<file path="config.mk">
export PLATFORM = sky130hd
export DESIGN_NAME = antialiased_line_stepper
export DESIGN_NICKNAME = d
export VERILOG_FILES = /design/src/design/als_pkg.sv /design/src/design/als_datapath.sv /design/src/design/als_ctrl.sv /design/src/design/antialiased_line_stepper.sv
export SDC_FILE = /design/constraint.sdc
export NUM_CORES = 2
export LEC_CHECK = 0
export BUFFER_PORTS_ARGS = -buffer_cell sky130_fd_sc_hd__buf_4
export CAP_MARGIN = 20
export CORE_UTILIZATION = 45
export DETAILED_ROUTE_END_ITERATION = 6
export HOLD_SLACK_MARGIN = 0.15
export SLEW_MARGIN = 20
export SYNTH_ARGS = -nofsm -noshare
export SYNTH_HDL_FRONTEND = slang
export SYNTH_SLANG_ARGS = --single-unit
</file>
<file path="constraint.sdc">
create_clock -name clk -period 10.2 [get_ports clk]
set_clock_uncertainty 0.2 [all_clocks]
set_input_delay 0.51 -clock clk [delete_from_list [all_inputs] [get_ports clk]]
set_output_delay 0.51 -clock clk [all_outputs]
set_load 0.01 [all_outputs]
</file>
<file path="src/design/als_pkg.sv">
`timescale 1ns / 1ps
// Shared widths, constants, controller states and the command and status
// types of the anti-aliased line stepper. No dependencies.
package als_pkg;

  localparam int CINT_W   = 9;
  localparam int CFRAC_W  = 8;
  localparam int SFRAC_W  = 16;
  localparam int COVER_W  = 8;
  localparam int COORD_W  = CINT_W + CFRAC_W;
  localparam int ACC_W    = CINT_W + SFRAC_W;
  localparam int SLOPE_W  = SFRAC_W + 2;
  localparam int GAP_W    = CFRAC_W + 1;
  localparam int DIFF_W   = CFRAC_W + 2;
  localparam int PROD_W   = SLOPE_W + DIFF_W;
  localparam int SUM_W    = ACC_W + 2;
  localparam int COLOUR_W = 16;

  localparam int IN_TDATA_W  = 88;
  localparam int OUT_FIELD_W = 4 * CINT_W + 2 * COVER_W + COLOUR_W;
  localparam int OUT_TDATA_W = 72;
  localparam int OUT_PAD_W   = OUT_TDATA_W - OUT_FIELD_W;

  localparam int DIV_STEPS = SFRAC_W + 1;
  localparam int CNT_W     = 5;

  localparam logic [CINT_W-1:0]  PIX_MAX   = '1;
  localparam logic [ACC_W-1:0]   ACC_MAX   = '1;
  localparam logic [COVER_W-1:0] COVER_MAX = '1;
  localparam logic [GAP_W-1:0]   GAP_ONE   = GAP_W'(1 << CFRAC_W);
  localparam logic [COORD_W:0]   HALF      = (COORD_W + 1)'(1 << (CFRAC_W - 1));

  localparam logic FUNC_START = 1'b0;
  localparam logic FUNC_STEP  = 1'b1;

  typedef enum logic [3:0] {
    ST_IDLE,
    ST_SWAP,
    ST_ORDER,
    ST_DINIT,
    ST_DIV,
    ST_SLOPE,
    ST_E1_MUL,
    ST_E1_ADD,
    ST_E2_MUL,
    ST_E2_ADD,
    ST_EMIT
  } als_state_t;

  typedef struct packed {
    logic load_in;
    logic swap_axes;
    logic order_ends;
    logic div_init;
    logic div_step;
    logic div_fin;
    logic end_mul;
    logic end_add;
    logic end_sel;
    logic emit_first;
    logic emit_step;
  } als_cmd_t;

  typedef struct packed {
    logic active;
  } als_stat_t;

endpackage

</file>
<file path="src/design/als_datapath.sv">
`timescale 1ns / 1ps
// Datapath of the line stepper: endpoint setup, serial gradient divider,
// endpoint multiply, column accumulator and the output pixel-pair register.
// Depends on als_pkg.
module als_datapath (
  input  logic                                 clk,
  input  logic                                 rst,
  input  als_pkg::als_cmd_t                    cmd,
  output als_pkg::als_stat_t                   stat,
  input  logic [als_pkg::COORD_W-1:0]          in_start_x,
  input  logic [als_pkg::COORD_W-1:0]          in_start_y,
  input  logic [als_pkg::COORD_W-1:0]          in_end_x,
  input  logic [als_pkg::COORD_W-1:0]          in_end_y,
  input  logic [als_pkg::COLOUR_W-1:0]         in_colour,
  output logic [als_pkg::OUT_TDATA_W-1:0]      out_data,
  output logic                                 out_last
);
  import als_pkg::*;

  logic [COORD_W-1:0]        a0, b0, a1, b1;
  logic                      steep;
  logic [COLOUR_W-1:0]       held_colour;
  logic [COORD_W-1:0]        dvsr;
  logic [COORD_W:0]          rem;
  logic [COORD_W-1:0]        quo;
  logic                      neg;
  logic signed [SLOPE_W-1:0] slope;
  logic signed [PROD_W-1:0]  prod;
  logic [CINT_W-1:0]         column_now, column_last;
  logic [GAP_W-1:0]          first_gap, end_gap;
  logic [ACC_W-1:0]          minor_accum, end_minor;
  logic                      active;

  logic [COORD_W-1:0]        adx, ady, ord_dx, ord_dy;
  logic                      steep_next, ord_neg;
  logic                      rem_ge;
  logic [COORD_W:0]          rem_sub;
  logic [COORD_W-1:0]        e_major, e_minor;
  logic [COORD_W:0]          rsum;
  logic [CINT_W:0]           rcol_raw;
  logic [CINT_W-1:0]         rcol;
  logic [GAP_W-1:0]          rgap;
  logic signed [COORD_W:0]   diff_full;
  logic signed [DIFF_W-1:0]  diff;
  logic signed [PROD_W-1:0]  prod_next, prod_sh;
  logic signed [SUM_W-1:0]   end_sum, acc_sum;
  logic [ACC_W-1:0]          end_sat, acc_sat;
  logic [CINT_W:0]           col_inc;
  logic                      step_inner;
  logic [CINT_W-1:0]         e_col, pix, pix2;
  logic [ACC_W-1:0]          e_acc;
  logic [GAP_W-1:0]          e_gap;
  logic                      e_last;
  logic [SFRAC_W+COVER_W-1:0] far_wide;
  logic [COVER_W-1:0]        farb, nearb, nc, fc;
  logic [COVER_W+GAP_W-1:0]  nc_prod, fc_prod;
  logic [CINT_W-1:0]         near_x, near_y, far_x, far_y;

  function automatic logic [ACC_W-1:0] sat_acc(input logic signed [SUM_W-1:0] v);
    logic [ACC_W-1:0] r;
    if (v < 0) begin
      r = '0;
    end else if (v > $signed({2'b00, ACC_MAX})) begin
      r = ACC_MAX;
    end else begin
      r = v[ACC_W-1:0];
    end
    return r;
  endfunction

  always_comb begin
    adx        = (a1 >= a0) ? a1 - a0 : a0 - a1;
    ady        = (b1 >= b0) ? b1 - b0 : b0 - b1;
    steep_next = ady > adx;
    ord_dx     = a1 - a0;
    ord_neg    = b0 > b1;
    ord_dy     = ord_neg ? b0 - b1 : b1 - b0;

    rem_ge  = rem >= {1'b0, dvsr};
    rem_sub = rem_ge ? rem - {1'b0, dvsr} : rem;

    e_major   = cmd.end_sel ? a1 : a0;
    e_minor   = cmd.end_sel ? b1 : b0;
    rsum      = {1'b0, e_major} + HALF;
    rcol_raw  = rsum[COORD_W:CFRAC_W];
    rcol      = rcol_raw[CINT_W] ? PIX_MAX : rcol_raw[CINT_W-1:0];
    rgap      = GAP_ONE - {1'b0, rsum[CFRAC_W-1:0]};
    diff_full = $signed({1'b0, rcol, {CFRAC_W{1'b0}}}) - $signed({1'b0, e_major});
    diff      = diff_full[DIFF_W-1:0];
    prod_next = slope * diff;
    prod_sh   = prod >>> CFRAC_W;
    end_sum   = $signed({2'b00, e_minor, {(SFRAC_W-CFRAC_W){1'b0}}})
              + $signed(prod_sh[SUM_W-1:0]);
    end_sat   = sat_acc(end_sum);
    acc_sum   = $signed({2'b00, minor_accum})
              + $signed({{(SUM_W-SLOPE_W){slope[SLOPE_W-1]}}, slope});
    acc_sat   = sat_acc(acc_sum);

    col_inc    = {1'b0, column_now} + (CINT_W + 1)'(1);
    step_inner = col_inc < {1'b0, column_last};

    if (cmd.emit_first) begin
      e_col  = column_now;
      e_acc  = minor_accum;
      e_gap  = first_gap;
      e_last = 1'b0;
    end else if (step_inner) begin
      e_col  = col_inc[CINT_W-1:0];
      e_acc  = minor_accum;
      e_gap  = GAP_ONE;
      e_last = 1'b0;
    end else begin
      e_col  = column_last;
      e_acc  = end_minor;
      e_gap  = end_gap;
      e_last = 1'b1;
    end

    pix      = e_acc[ACC_W-1:SFRAC_W];
    pix2     = (pix == PIX_MAX) ? PIX_MAX : pix + CINT_W'(1);
    far_wide = {e_acc[SFRAC_W-1:0], {COVER_W{1'b0}}}
             - {{COVER_W{1'b0}}, e_acc[SFRAC_W-1:0]};
    farb     = far_wide[SFRAC_W+COVER_W-1:SFRAC_W];
    nearb    = COVER_MAX - farb;
    nc_prod  = {{GAP_W{1'b0}}, nearb} * {{COVER_W{1'b0}}, e_gap};
    fc_prod  = {{GAP_W{1'b0}}, farb} * {{COVER_W{1'b0}}, e_gap};
    nc       = nc_prod[COVER_W+CFRAC_W-1:CFRAC_W];
    fc       = fc_prod[COVER_W+CFRAC_W-1:CFRAC_W];

    if (steep) begin
      near_x = pix;
      near_y = e_col;
      far_x  = pix2;
      far_y  = e_col;
    end else begin
      near_x = e_col;
      near_y = pix;
      far_x  = e_col;
      far_y  = pix2;
    end
  end

  always_ff @(posedge clk) begin
    if (cmd.load_in) begin
      a0          <= in_start_x;
      b0          <= in_start_y;
      a1          <= in_end_x;
      b1          <= in_end_y;
      held_colour <= in_colour;
    end else if (cmd.swap_axes) begin
      steep <= steep_next;
      if (steep_next) begin
        a0 <= b0;
        b0 <= a0;
        a1 <= b1;
        b1 <= a1;
      end
    end else if (cmd.order_ends) begin
      if (a0 > a1) begin
        a0 <= a1;
        b0 <= b1;
        a1 <= a0;
        b1 <= b0;
      end
    end
  end

  always_ff @(posedge clk) begin
    if (cmd.div_init) begin
      dvsr <= ord_dx;
      rem  <= {1'b0, ord_dy};
      quo  <= '0;
      neg  <= ord_neg;
    end else if (cmd.div_step) begin
      rem <= {rem_sub[COORD_W-1:0], 1'b0};
      quo <= {quo[COORD_W-2:0], rem_ge};
    end
    if (cmd.div_fin) begin
      if (dvsr == '0) begin
        slope <= '0;
      end else if (neg) begin
        slope <= -$signed({1'b0, quo});
      end else begin
        slope <= $signed({1'b0, quo});
      end
    end
  end

  always_ff @(posedge clk) begin
    if (cmd.end_mul) begin
      prod <= prod_next;
      if (cmd.end_sel) begin
        column_last <= rcol;
        end_gap     <= rgap;
      end else begin
        column_now <= rcol;
        first_gap  <= rgap;
      end
    end
    if (cmd.end_add) begin
      if (cmd.end_sel) begin
        end_minor <= end_sat;
      end else begin
        minor_accum <= end_sat;
      end
    end
    if (cmd.emit_first) begin
      minor_accum <= acc_sat;
    end else if (cmd.emit_step) begin
      if (step_inner) begin
        column_now  <= col_inc[CINT_W-1:0];
        minor_accum <= acc_sat;
      end else begin
        column_now <= column_last;
      end
    end
    if (cmd.emit_first || cmd.emit_step) begin
      out_data <= {{OUT_PAD_W{1'b0}}, held_colour, fc, far_y, far_x, nc, near_y, near_x};
      out_last <= e_last;
    end
  end

  always_ff @(posedge clk) begin
    if (rst) begin
      active <= 1'b0;
    end else if (cmd.emit_first) begin
      active <= 1'b1;
    end else if (cmd.emit_step && !step_inner) begin
      active <= 1'b0;
    end
  end

  assign stat.active = active;

endmodule

</file>
<file path="src/design/als_ctrl.sv">
`timescale 1ns / 1ps
// Controller of the line stepper: sequences line setup and the divider and
// owns the request handshakes. Depends on als_pkg.
module als_ctrl (
  input  logic               clk,
  input  logic               rst,
  input  logic               s_tvalid,
  input  logic               s_func,
  input  logic               m_tready,
  input  als_pkg::als_stat_t stat,
  output logic               s_tready,
  output logic               m_tvalid,
  output als_pkg::als_cmd_t  cmd
);
  import als_pkg::*;

  als_state_t       state, state_next;
  logic [CNT_W-1:0] cnt, cnt_next;
  logic             out_valid, out_valid_next;
  logic             out_free, emit;

  always_ff @(posedge clk) begin
    if (rst) begin
      state     <= ST_IDLE;
      cnt       <= '0;
      out_valid <= 1'b0;
    end else begin
      state     <= state_next;
      cnt       <= cnt_next;
      out_valid <= out_valid_next;
    end
  end

  always_comb begin
    state_next = state;
    cnt_next   = cnt;
    cmd        = '0;
    s_tready   = 1'b0;
    emit       = 1'b0;
    out_free   = !out_valid || m_tready;
    case (state)
      ST_IDLE: begin
        s_tready = out_free;
        if (s_tvalid && out_free) begin
          if (s_func == FUNC_START) begin
            cmd.load_in = 1'b1;
            state_next  = ST_SWAP;
          end else if (stat.active) begin
            cmd.emit_step = 1'b1;
            emit          = 1'b1;
          end
        end
      end
      ST_SWAP: begin
        cmd.swap_axes = 1'b1;
        state_next    = ST_ORDER;
      end
      ST_ORDER: begin
        cmd.order_ends = 1'b1;
        state_next     = ST_DINIT;
      end
      ST_DINIT: begin
        cmd.div_init = 1'b1;
        cnt_next     = '0;
        state_next   = ST_DIV;
      end
      ST_DIV: begin
        cmd.div_step = 1'b1;
        cnt_next     = cnt + CNT_W'(1);
        if (cnt == CNT_W'(DIV_STEPS - 1)) begin
          state_next = ST_SLOPE;
        end
      end
      ST_SLOPE: begin
        cmd.div_fin = 1'b1;
        state_next  = ST_E1_MUL;
      end
      ST_E1_MUL: begin
        cmd.end_mul = 1'b1;
        state_next  = ST_E1_ADD;
      end
      ST_E1_ADD: begin
        cmd.end_add = 1'b1;
        state_next  = ST_E2_MUL;
      end
      ST_E2_MUL: begin
        cmd.end_mul = 1'b1;
        cmd.end_sel = 1'b1;
        state_next  = ST_E2_ADD;
      end
      ST_E2_ADD: begin
        cmd.end_add = 1'b1;
        cmd.end_sel = 1'b1;
        state_next  = ST_EMIT;
      end
      ST_EMIT: begin
        if (out_free) begin
          cmd.emit_first = 1'b1;
          emit           = 1'b1;
          state_next     = ST_IDLE;
        end
      end
      default: begin
        state_next = ST_IDLE;
      end
    endcase
    out_valid_next = emit || (out_valid && !m_tready);
  end

  assign m_tvalid = out_valid;

endmodule

</file>
<file path="src/design/antialiased_line_stepper.sv">
`timescale 1ns / 1ps
// Anti-aliased line stepper top level: controller plus datapath.
// Depends on als_pkg, als_ctrl and als_datapath.
//
//  Channel | Dir | Carries
//  s_*     | in  | start (endpoints, colour) or step request, kind in s_tuser
//  m_*     | out | one pixel pair with coverages and colour, far end on m_tlast
//
// A step request's pixel pair appears in the output register on the next
// cycle, so steps run at one per cycle when the output is taken. A start
// request goes through axis swap, end ordering, the 17-step serial gradient
// divider, slope and both endpoint multiply-adds before its first pair is
// presented. Reset clears the controller and the line-active flag. A
// stalled output blocks new requests only when the output register is full.
module antialiased_line_stepper (
  input  logic                               clk,
  input  logic                               rst,
  input  logic                               s_tvalid,
  output logic                               s_tready,
  // start_x, start_y, end_x, end_y, line_colour, zero fill
  input  logic [als_pkg::IN_TDATA_W-1:0]     s_tdata,
  // func
  input  logic                               s_tuser,
  output logic                               m_tvalid,
  input  logic                               m_tready,
  // near_px_x, near_px_y, near_cover, far_px_x, far_px_y, far_cover,
  // pixel_colour, zero fill
  output logic [als_pkg::OUT_TDATA_W-1:0]    m_tdata,
  output logic                               m_tlast
);
  import als_pkg::*;

  als_cmd_t  cmd;
  als_stat_t stat;

  als_ctrl u_ctrl (
    .clk      (clk),
    .rst      (rst),
    .s_tvalid (s_tvalid),
    .s_func   (s_tuser),
    .m_tready (m_tready),
    .stat     (stat),
    .s_tready (s_tready),
    .m_tvalid (m_tvalid),
    .cmd      (cmd)
  );

  als_datapath u_datapath (
    .clk        (clk),
    .rst        (rst),
    .cmd        (cmd),
    .stat       (stat),
    .in_start_x (s_tdata[COORD_W-1:0]),
    .in_start_y (s_tdata[2*COORD_W-1:COORD_W]),
    .in_end_x   (s_tdata[3*COORD_W-1:2*COORD_W]),
    .in_end_y   (s_tdata[4*COORD_W-1:3*COORD_W]),
    .in_colour  (s_tdata[4*COORD_W+COLOUR_W-1:4*COORD_W]),
    .out_data   (m_tdata),
    .out_last   (m_tlast)
  );

  a_start_busy: assert property (@(posedge clk) disable iff (rst)
    (s_tvalid && s_tready && (s_tuser == FUNC_START)) |=> !s_tready)
    else $error("start request did not enter line setup");

  a_idle_step: assert property (@(posedge clk) disable iff (rst)
    (s_tvalid && s_tready && (s_tuser == FUNC_STEP) && !stat.active &&
     (!m_tvalid || m_tready)) |=> !m_tvalid)
    else $error("step with no line produced a pixel pair");

  a_last_ends: assert property (@(posedge clk) disable iff (rst)
    (m_tvalid && m_tlast) |-> !stat.active)
    else $error("line still active while far endpoint pair is pending");

endmodule
</file>
==> impl_summary.log <==
[metrics] result of the run: finished, final reports clean
[metrics] number of antenna violations at the first check in global routing: 3
[metrics] number of global-route vias before repair: 26093
[metrics] mean post-synth cell area: 9.125 µm²
[metrics] total core area: 72960 µm²
[metrics] portion of the post-synthesis area used by sequential elements: 29.04%
[metrics] H-tree depth: 2
[metrics] fraction of registers with async set or reset after synthesis: 0%
[metrics] post-DR vias/cell: 5.542
[metrics] end point of the most critical hold path: u_datapath.out_data[61]$_DFFE_PP_
[metrics] number of CTS-inserted buffers: 43
[metrics] clock latency on the worst-skew pair: 0.60 ns
[metrics] setup slack of the most critical reg-to-reg path: 0.74 ns
[metrics] total negative slack: 0 ns
[metrics] number of placed I/O pins: 168
[metrics] max-slew violation total from the final report: 0
[metrics] post-route ant nets: 0
[metrics] instance count of the mapped netlist: 3638
[metrics] Final Wtd Congestion: 0.9473
[metrics] area added between synthesis and finish: 14.28%
[metrics] Crit Reg-Reg Startpoint: u_datapath.column_now[0]$_DFF_P_
[metrics] post-DP HPWL: 71560 µm
[metrics] Row Count: 99
[metrics] Max-slew headroom: 26.67%
[metrics] detailed-route DRC error count: 0
[metrics] Max Cap Viol: 0
[metrics] Hold Path Origin: u_datapath.held_colour[9]$_DFFE_PP_
[metrics] GRT overflow: 0
[metrics] Critical Path RT: 10.35 ns
[metrics] Max Fclk: 105.8 MHz
[metrics] most common cell after layout, fill and taps aside: sky130_fd_sc_hd__inv_1
[metrics] starting density of the core: 45.50%
[metrics] crit start category: flip-flop
[metrics] ant diodes: 0
[metrics] utilization of the core after routing: 52.00%
[metrics] critical path's top delay family: adder cells
[metrics] WL final: 92490 µm
[metrics] fraction of final layout cells sized beyond drive strength 1: 9.145%
[metrics] maximum root-to-sink buffer count: 3
[metrics] #FFs+latches synth: 342
[metrics] final-layout worst hold slack: 0.2128 ns
[metrics] crit path kind: reg2reg
[metrics] Clock Tree Root: sky130_fd_sc_hd__clkbuf_16
[metrics] input/output buffers: 159
[metrics] post-CTS setup buffer count: 0
[metrics] predominant post-synthesis flop cell: sky130_fd_sc_hd__edfxtp_1
[metrics] Routed WL per cell: 19.11 µm
[metrics] Hold Violations, Final: 0
[metrics] number of distinct library cells after synthesis: 96
[metrics] total via count in the routed design: 26830
[metrics] die outline area: 74860 µm²
[metrics] Final min period: 9.455 ns
[metrics] die height: 273.6 µm
[metrics] Critical path buffers and inverters: 3
[metrics] Critical Path End Type: flip-flop
[metrics] all-layer global routing usage: 24.96%
[metrics] iteration count of the initial detailed-routing pass: 7
[metrics] largest net degree at the start of global routing: 90
[metrics] nets@finish: 4472
[metrics] number of warnings reported in the yosys synthesis log: 0
[metrics] worst reg2reg path depth: 37
[metrics] cell area after technology mapping: 33200 µm²
[metrics] ratio of final minimum period to clock period: 92.70%
[metrics] TritonCTS Sinks: 342
[metrics] standard cell with the maximum stage delay on the critical path: sky130_fd_sc_hd__fa_1
[metrics] number of DRC markers in iteration 0: 2055
[metrics] global-route wire length before repair: 146300 µm
[metrics] arrival time of the worst setup path: 9.60 ns
[metrics] transition at the pin with the smallest max-transition slack: 1.086 ns
[metrics] number of enable flip-flop cells after synthesis: 279
[metrics] CP peak stage delay: 0.52 ns
[metrics] hold-critical path depth: 0
[metrics] Die X-Extent: 273.6 µm
[metrics] classification of the worst-slack hold path: reg2reg
[metrics] leading cell types in the layout, fill and taps excluded: sky130_fd_sc_hd__inv_1 (428), sky130_fd_sc_hd__nand2_1 (395), sky130_fd_sc_hd__nor2_1 (351)
[metrics] CP max FO: 11
[metrics] total of endpoints with negative setup slack in the final report: 0
[metrics] unrepaired setup endpoints after global routing: no
[metrics] reg-to-reg endpoint: u_datapath.out_data[48]$_DFFE_PP_
[metrics] CTS tree: built
[metrics] Reg clk slew, reported paths: 0.06 ns
## synth_stat cells (11+ instances only)
library cell	n	area [µm²]
sky130_fd_sc_hd__inv_1	430	1614
sky130_fd_sc_hd__a21o_1	62	465.5
sky130_fd_sc_hd__o211a_1	11	110.1
sky130_fd_sc_hd__clkbuf_1	118	442.9
sky130_fd_sc_hd__a21boi_0	20	150.1
sky130_fd_sc_hd__and3_1	18	112.6
sky130_fd_sc_hd__edfxtp_1	279	8378
sky130_fd_sc_hd__a211oi_1	13	97.59
sky130_fd_sc_hd__and2_1	62	387.9
sky130_fd_sc_hd__nor2_1	353	1325
sky130_fd_sc_hd__a2bb2oi_1	11	96.34
sky130_fd_sc_hd__nand2_1	396	1486
sky130_fd_sc_hd__a21oi_1	207	1036
sky130_fd_sc_hd__o211ai_1	23	172.7
sky130_fd_sc_hd__a211o_1	12	105.1
sky130_fd_sc_hd__o21bai_1	43	322.8
sky130_fd_sc_hd__a221oi_1	14	122.6
sky130_fd_sc_hd__nand3_1	62	310.3
sky130_fd_sc_hd__xor2_1	70	613.1
sky130_fd_sc_hd__mux2i_1	69	690.7
sky130_fd_sc_hd__nand2b_1	44	275.3
sky130_fd_sc_hd__nand4_1	26	162.7
sky130_fd_sc_hd__or3_1	14	87.58
sky130_fd_sc_hd__o21a_1	19	142.6
sky130_fd_sc_hd__xnor2_1	128	1121
sky130_fd_sc_hd__o21ai_0	126	630.6
sky130_fd_sc_hd__o31ai_1	12	90.09
sky130_fd_sc_hd__nor4_1	15	93.84
sky130_fd_sc_hd__a31oi_1	22	137.6
sky130_fd_sc_hd__ha_1	291	3641
sky130_fd_sc_hd__a22oi_1	72	540.5
sky130_fd_sc_hd__nor3_1	53	265.3
sky130_fd_sc_hd__nor2b_1	65	406.6
sky130_fd_sc_hd__dfxtp_1	63	1261
sky130_fd_sc_hd__fa_1	241	4825
sky130_fd_sc_hd__buf_1	20	75.07
## worst max-delay path by stage
stage                                     start                                end  slack [ns]  cells past startpoint
2_1_floorplan  u_datapath.column_now[0]$_DFF_P_  u_datapath.out_data[48]$_DFFE_PP_        0.87                     42
3_3_place_gp   u_datapath.column_now[0]$_DFF_P_  u_datapath.out_data[48]$_DFFE_PP_        0.81                     37
3_5_place_dp   u_datapath.column_now[0]$_DFF_P_  u_datapath.out_data[48]$_DFFE_PP_        0.77                     37
4_1_cts        u_datapath.column_now[0]$_DFF_P_  u_datapath.out_data[48]$_DFFE_PP_        0.73                     37
5_1_grt        u_datapath.column_now[0]$_DFF_P_  u_datapath.out_data[48]$_DFFE_PP_        0.08                     38
6_report       u_datapath.column_now[0]$_DFF_P_  u_datapath.out_data[48]$_DFFE_PP_        0.74                     37
## registers in the layout, summed over array words and instances (netlist names), 18 cells and up
signal,count
u_datapath.end_minor,25
u_datapath.rem,18
u_datapath.minor_accum,25
u_datapath.slope,18
u_datapath.prod,20
u_datapath.out_data,68
## cell type report
type                            instances  area, µm²
Clock buffer                           51       1190
Sequential cell                       342       9639
Fill cell                            6776      35020
Tap cell                              959       1200
Multi-Input combinational cell       2716      21410
Inverter                              432       1622
Clock inverter                         29      307.8
Timing Repair Buffer                  312       2570
## per-layer routing
metal | GRT usage (%) | part of all wire, %
met1 | 36.72 | 47
met2 | 39.12 | 45
met3 | 3.456 | 6.6
met4 | 4.660 | 1.5
met5 | 0 | 0
## worst register-to-register path, delay by kind of cell (launching register included)
family | cells | cell delay [ns]
muxes | 1 | 0.20
xor gates and xnor gates | 3 | 0.45
buffers and inverters | 3 | 0.31
adders and majority gates | 7 | 2.72
DFF | 1 | 0.44
and+or+nand+nor | 14 | 2.72
AOI/OAI and AO/OA | 9 | 2.16
## cells by family (layout without fill, tap and decap cells)
| kind of cell | count (synthesis) | in the layout | synth area share [%] |
|---|---|---|---|
| mux | 83 | 83 | 2.608 |
| buf+inv | 583 | 824 | 6.698 |
| simple gates | 1152 | 1152 | 15.88 |
| xor+xnor | 201 | 201 | 5.439 |
| compound gates | 742 | 742 | 14.77 |
| fa+ha+maj | 534 | 534 | 25.56 |
| other cells | 1 | 4 | 0.01130 |
| flops | 342 | 342 | 29.04 |
## stage by stage
stage          area (µm²)  instances  worst slack (ns)
2_1_floorplan       33210       3641            0.8686
3_3_place_gp        35560       4674            0.8122
3_5_place_dp        35560       4674            0.7687
4_1_cts             37920       4840            0.7266
5_1_grt             37940       4841           0.08111
6_report            37940       4841            0.7450
## repair_timing
item                                    4_1_cts  5_1_grt
hold endpoints to repair                     95        0
endpoints found under the setup margin        0        0
hold buffers                                 86        0
gates resized for setup                       0        0
Power is not shown: default switching activity piles up to over one toggle a cycle in this logic, so the estimate is an artifact.
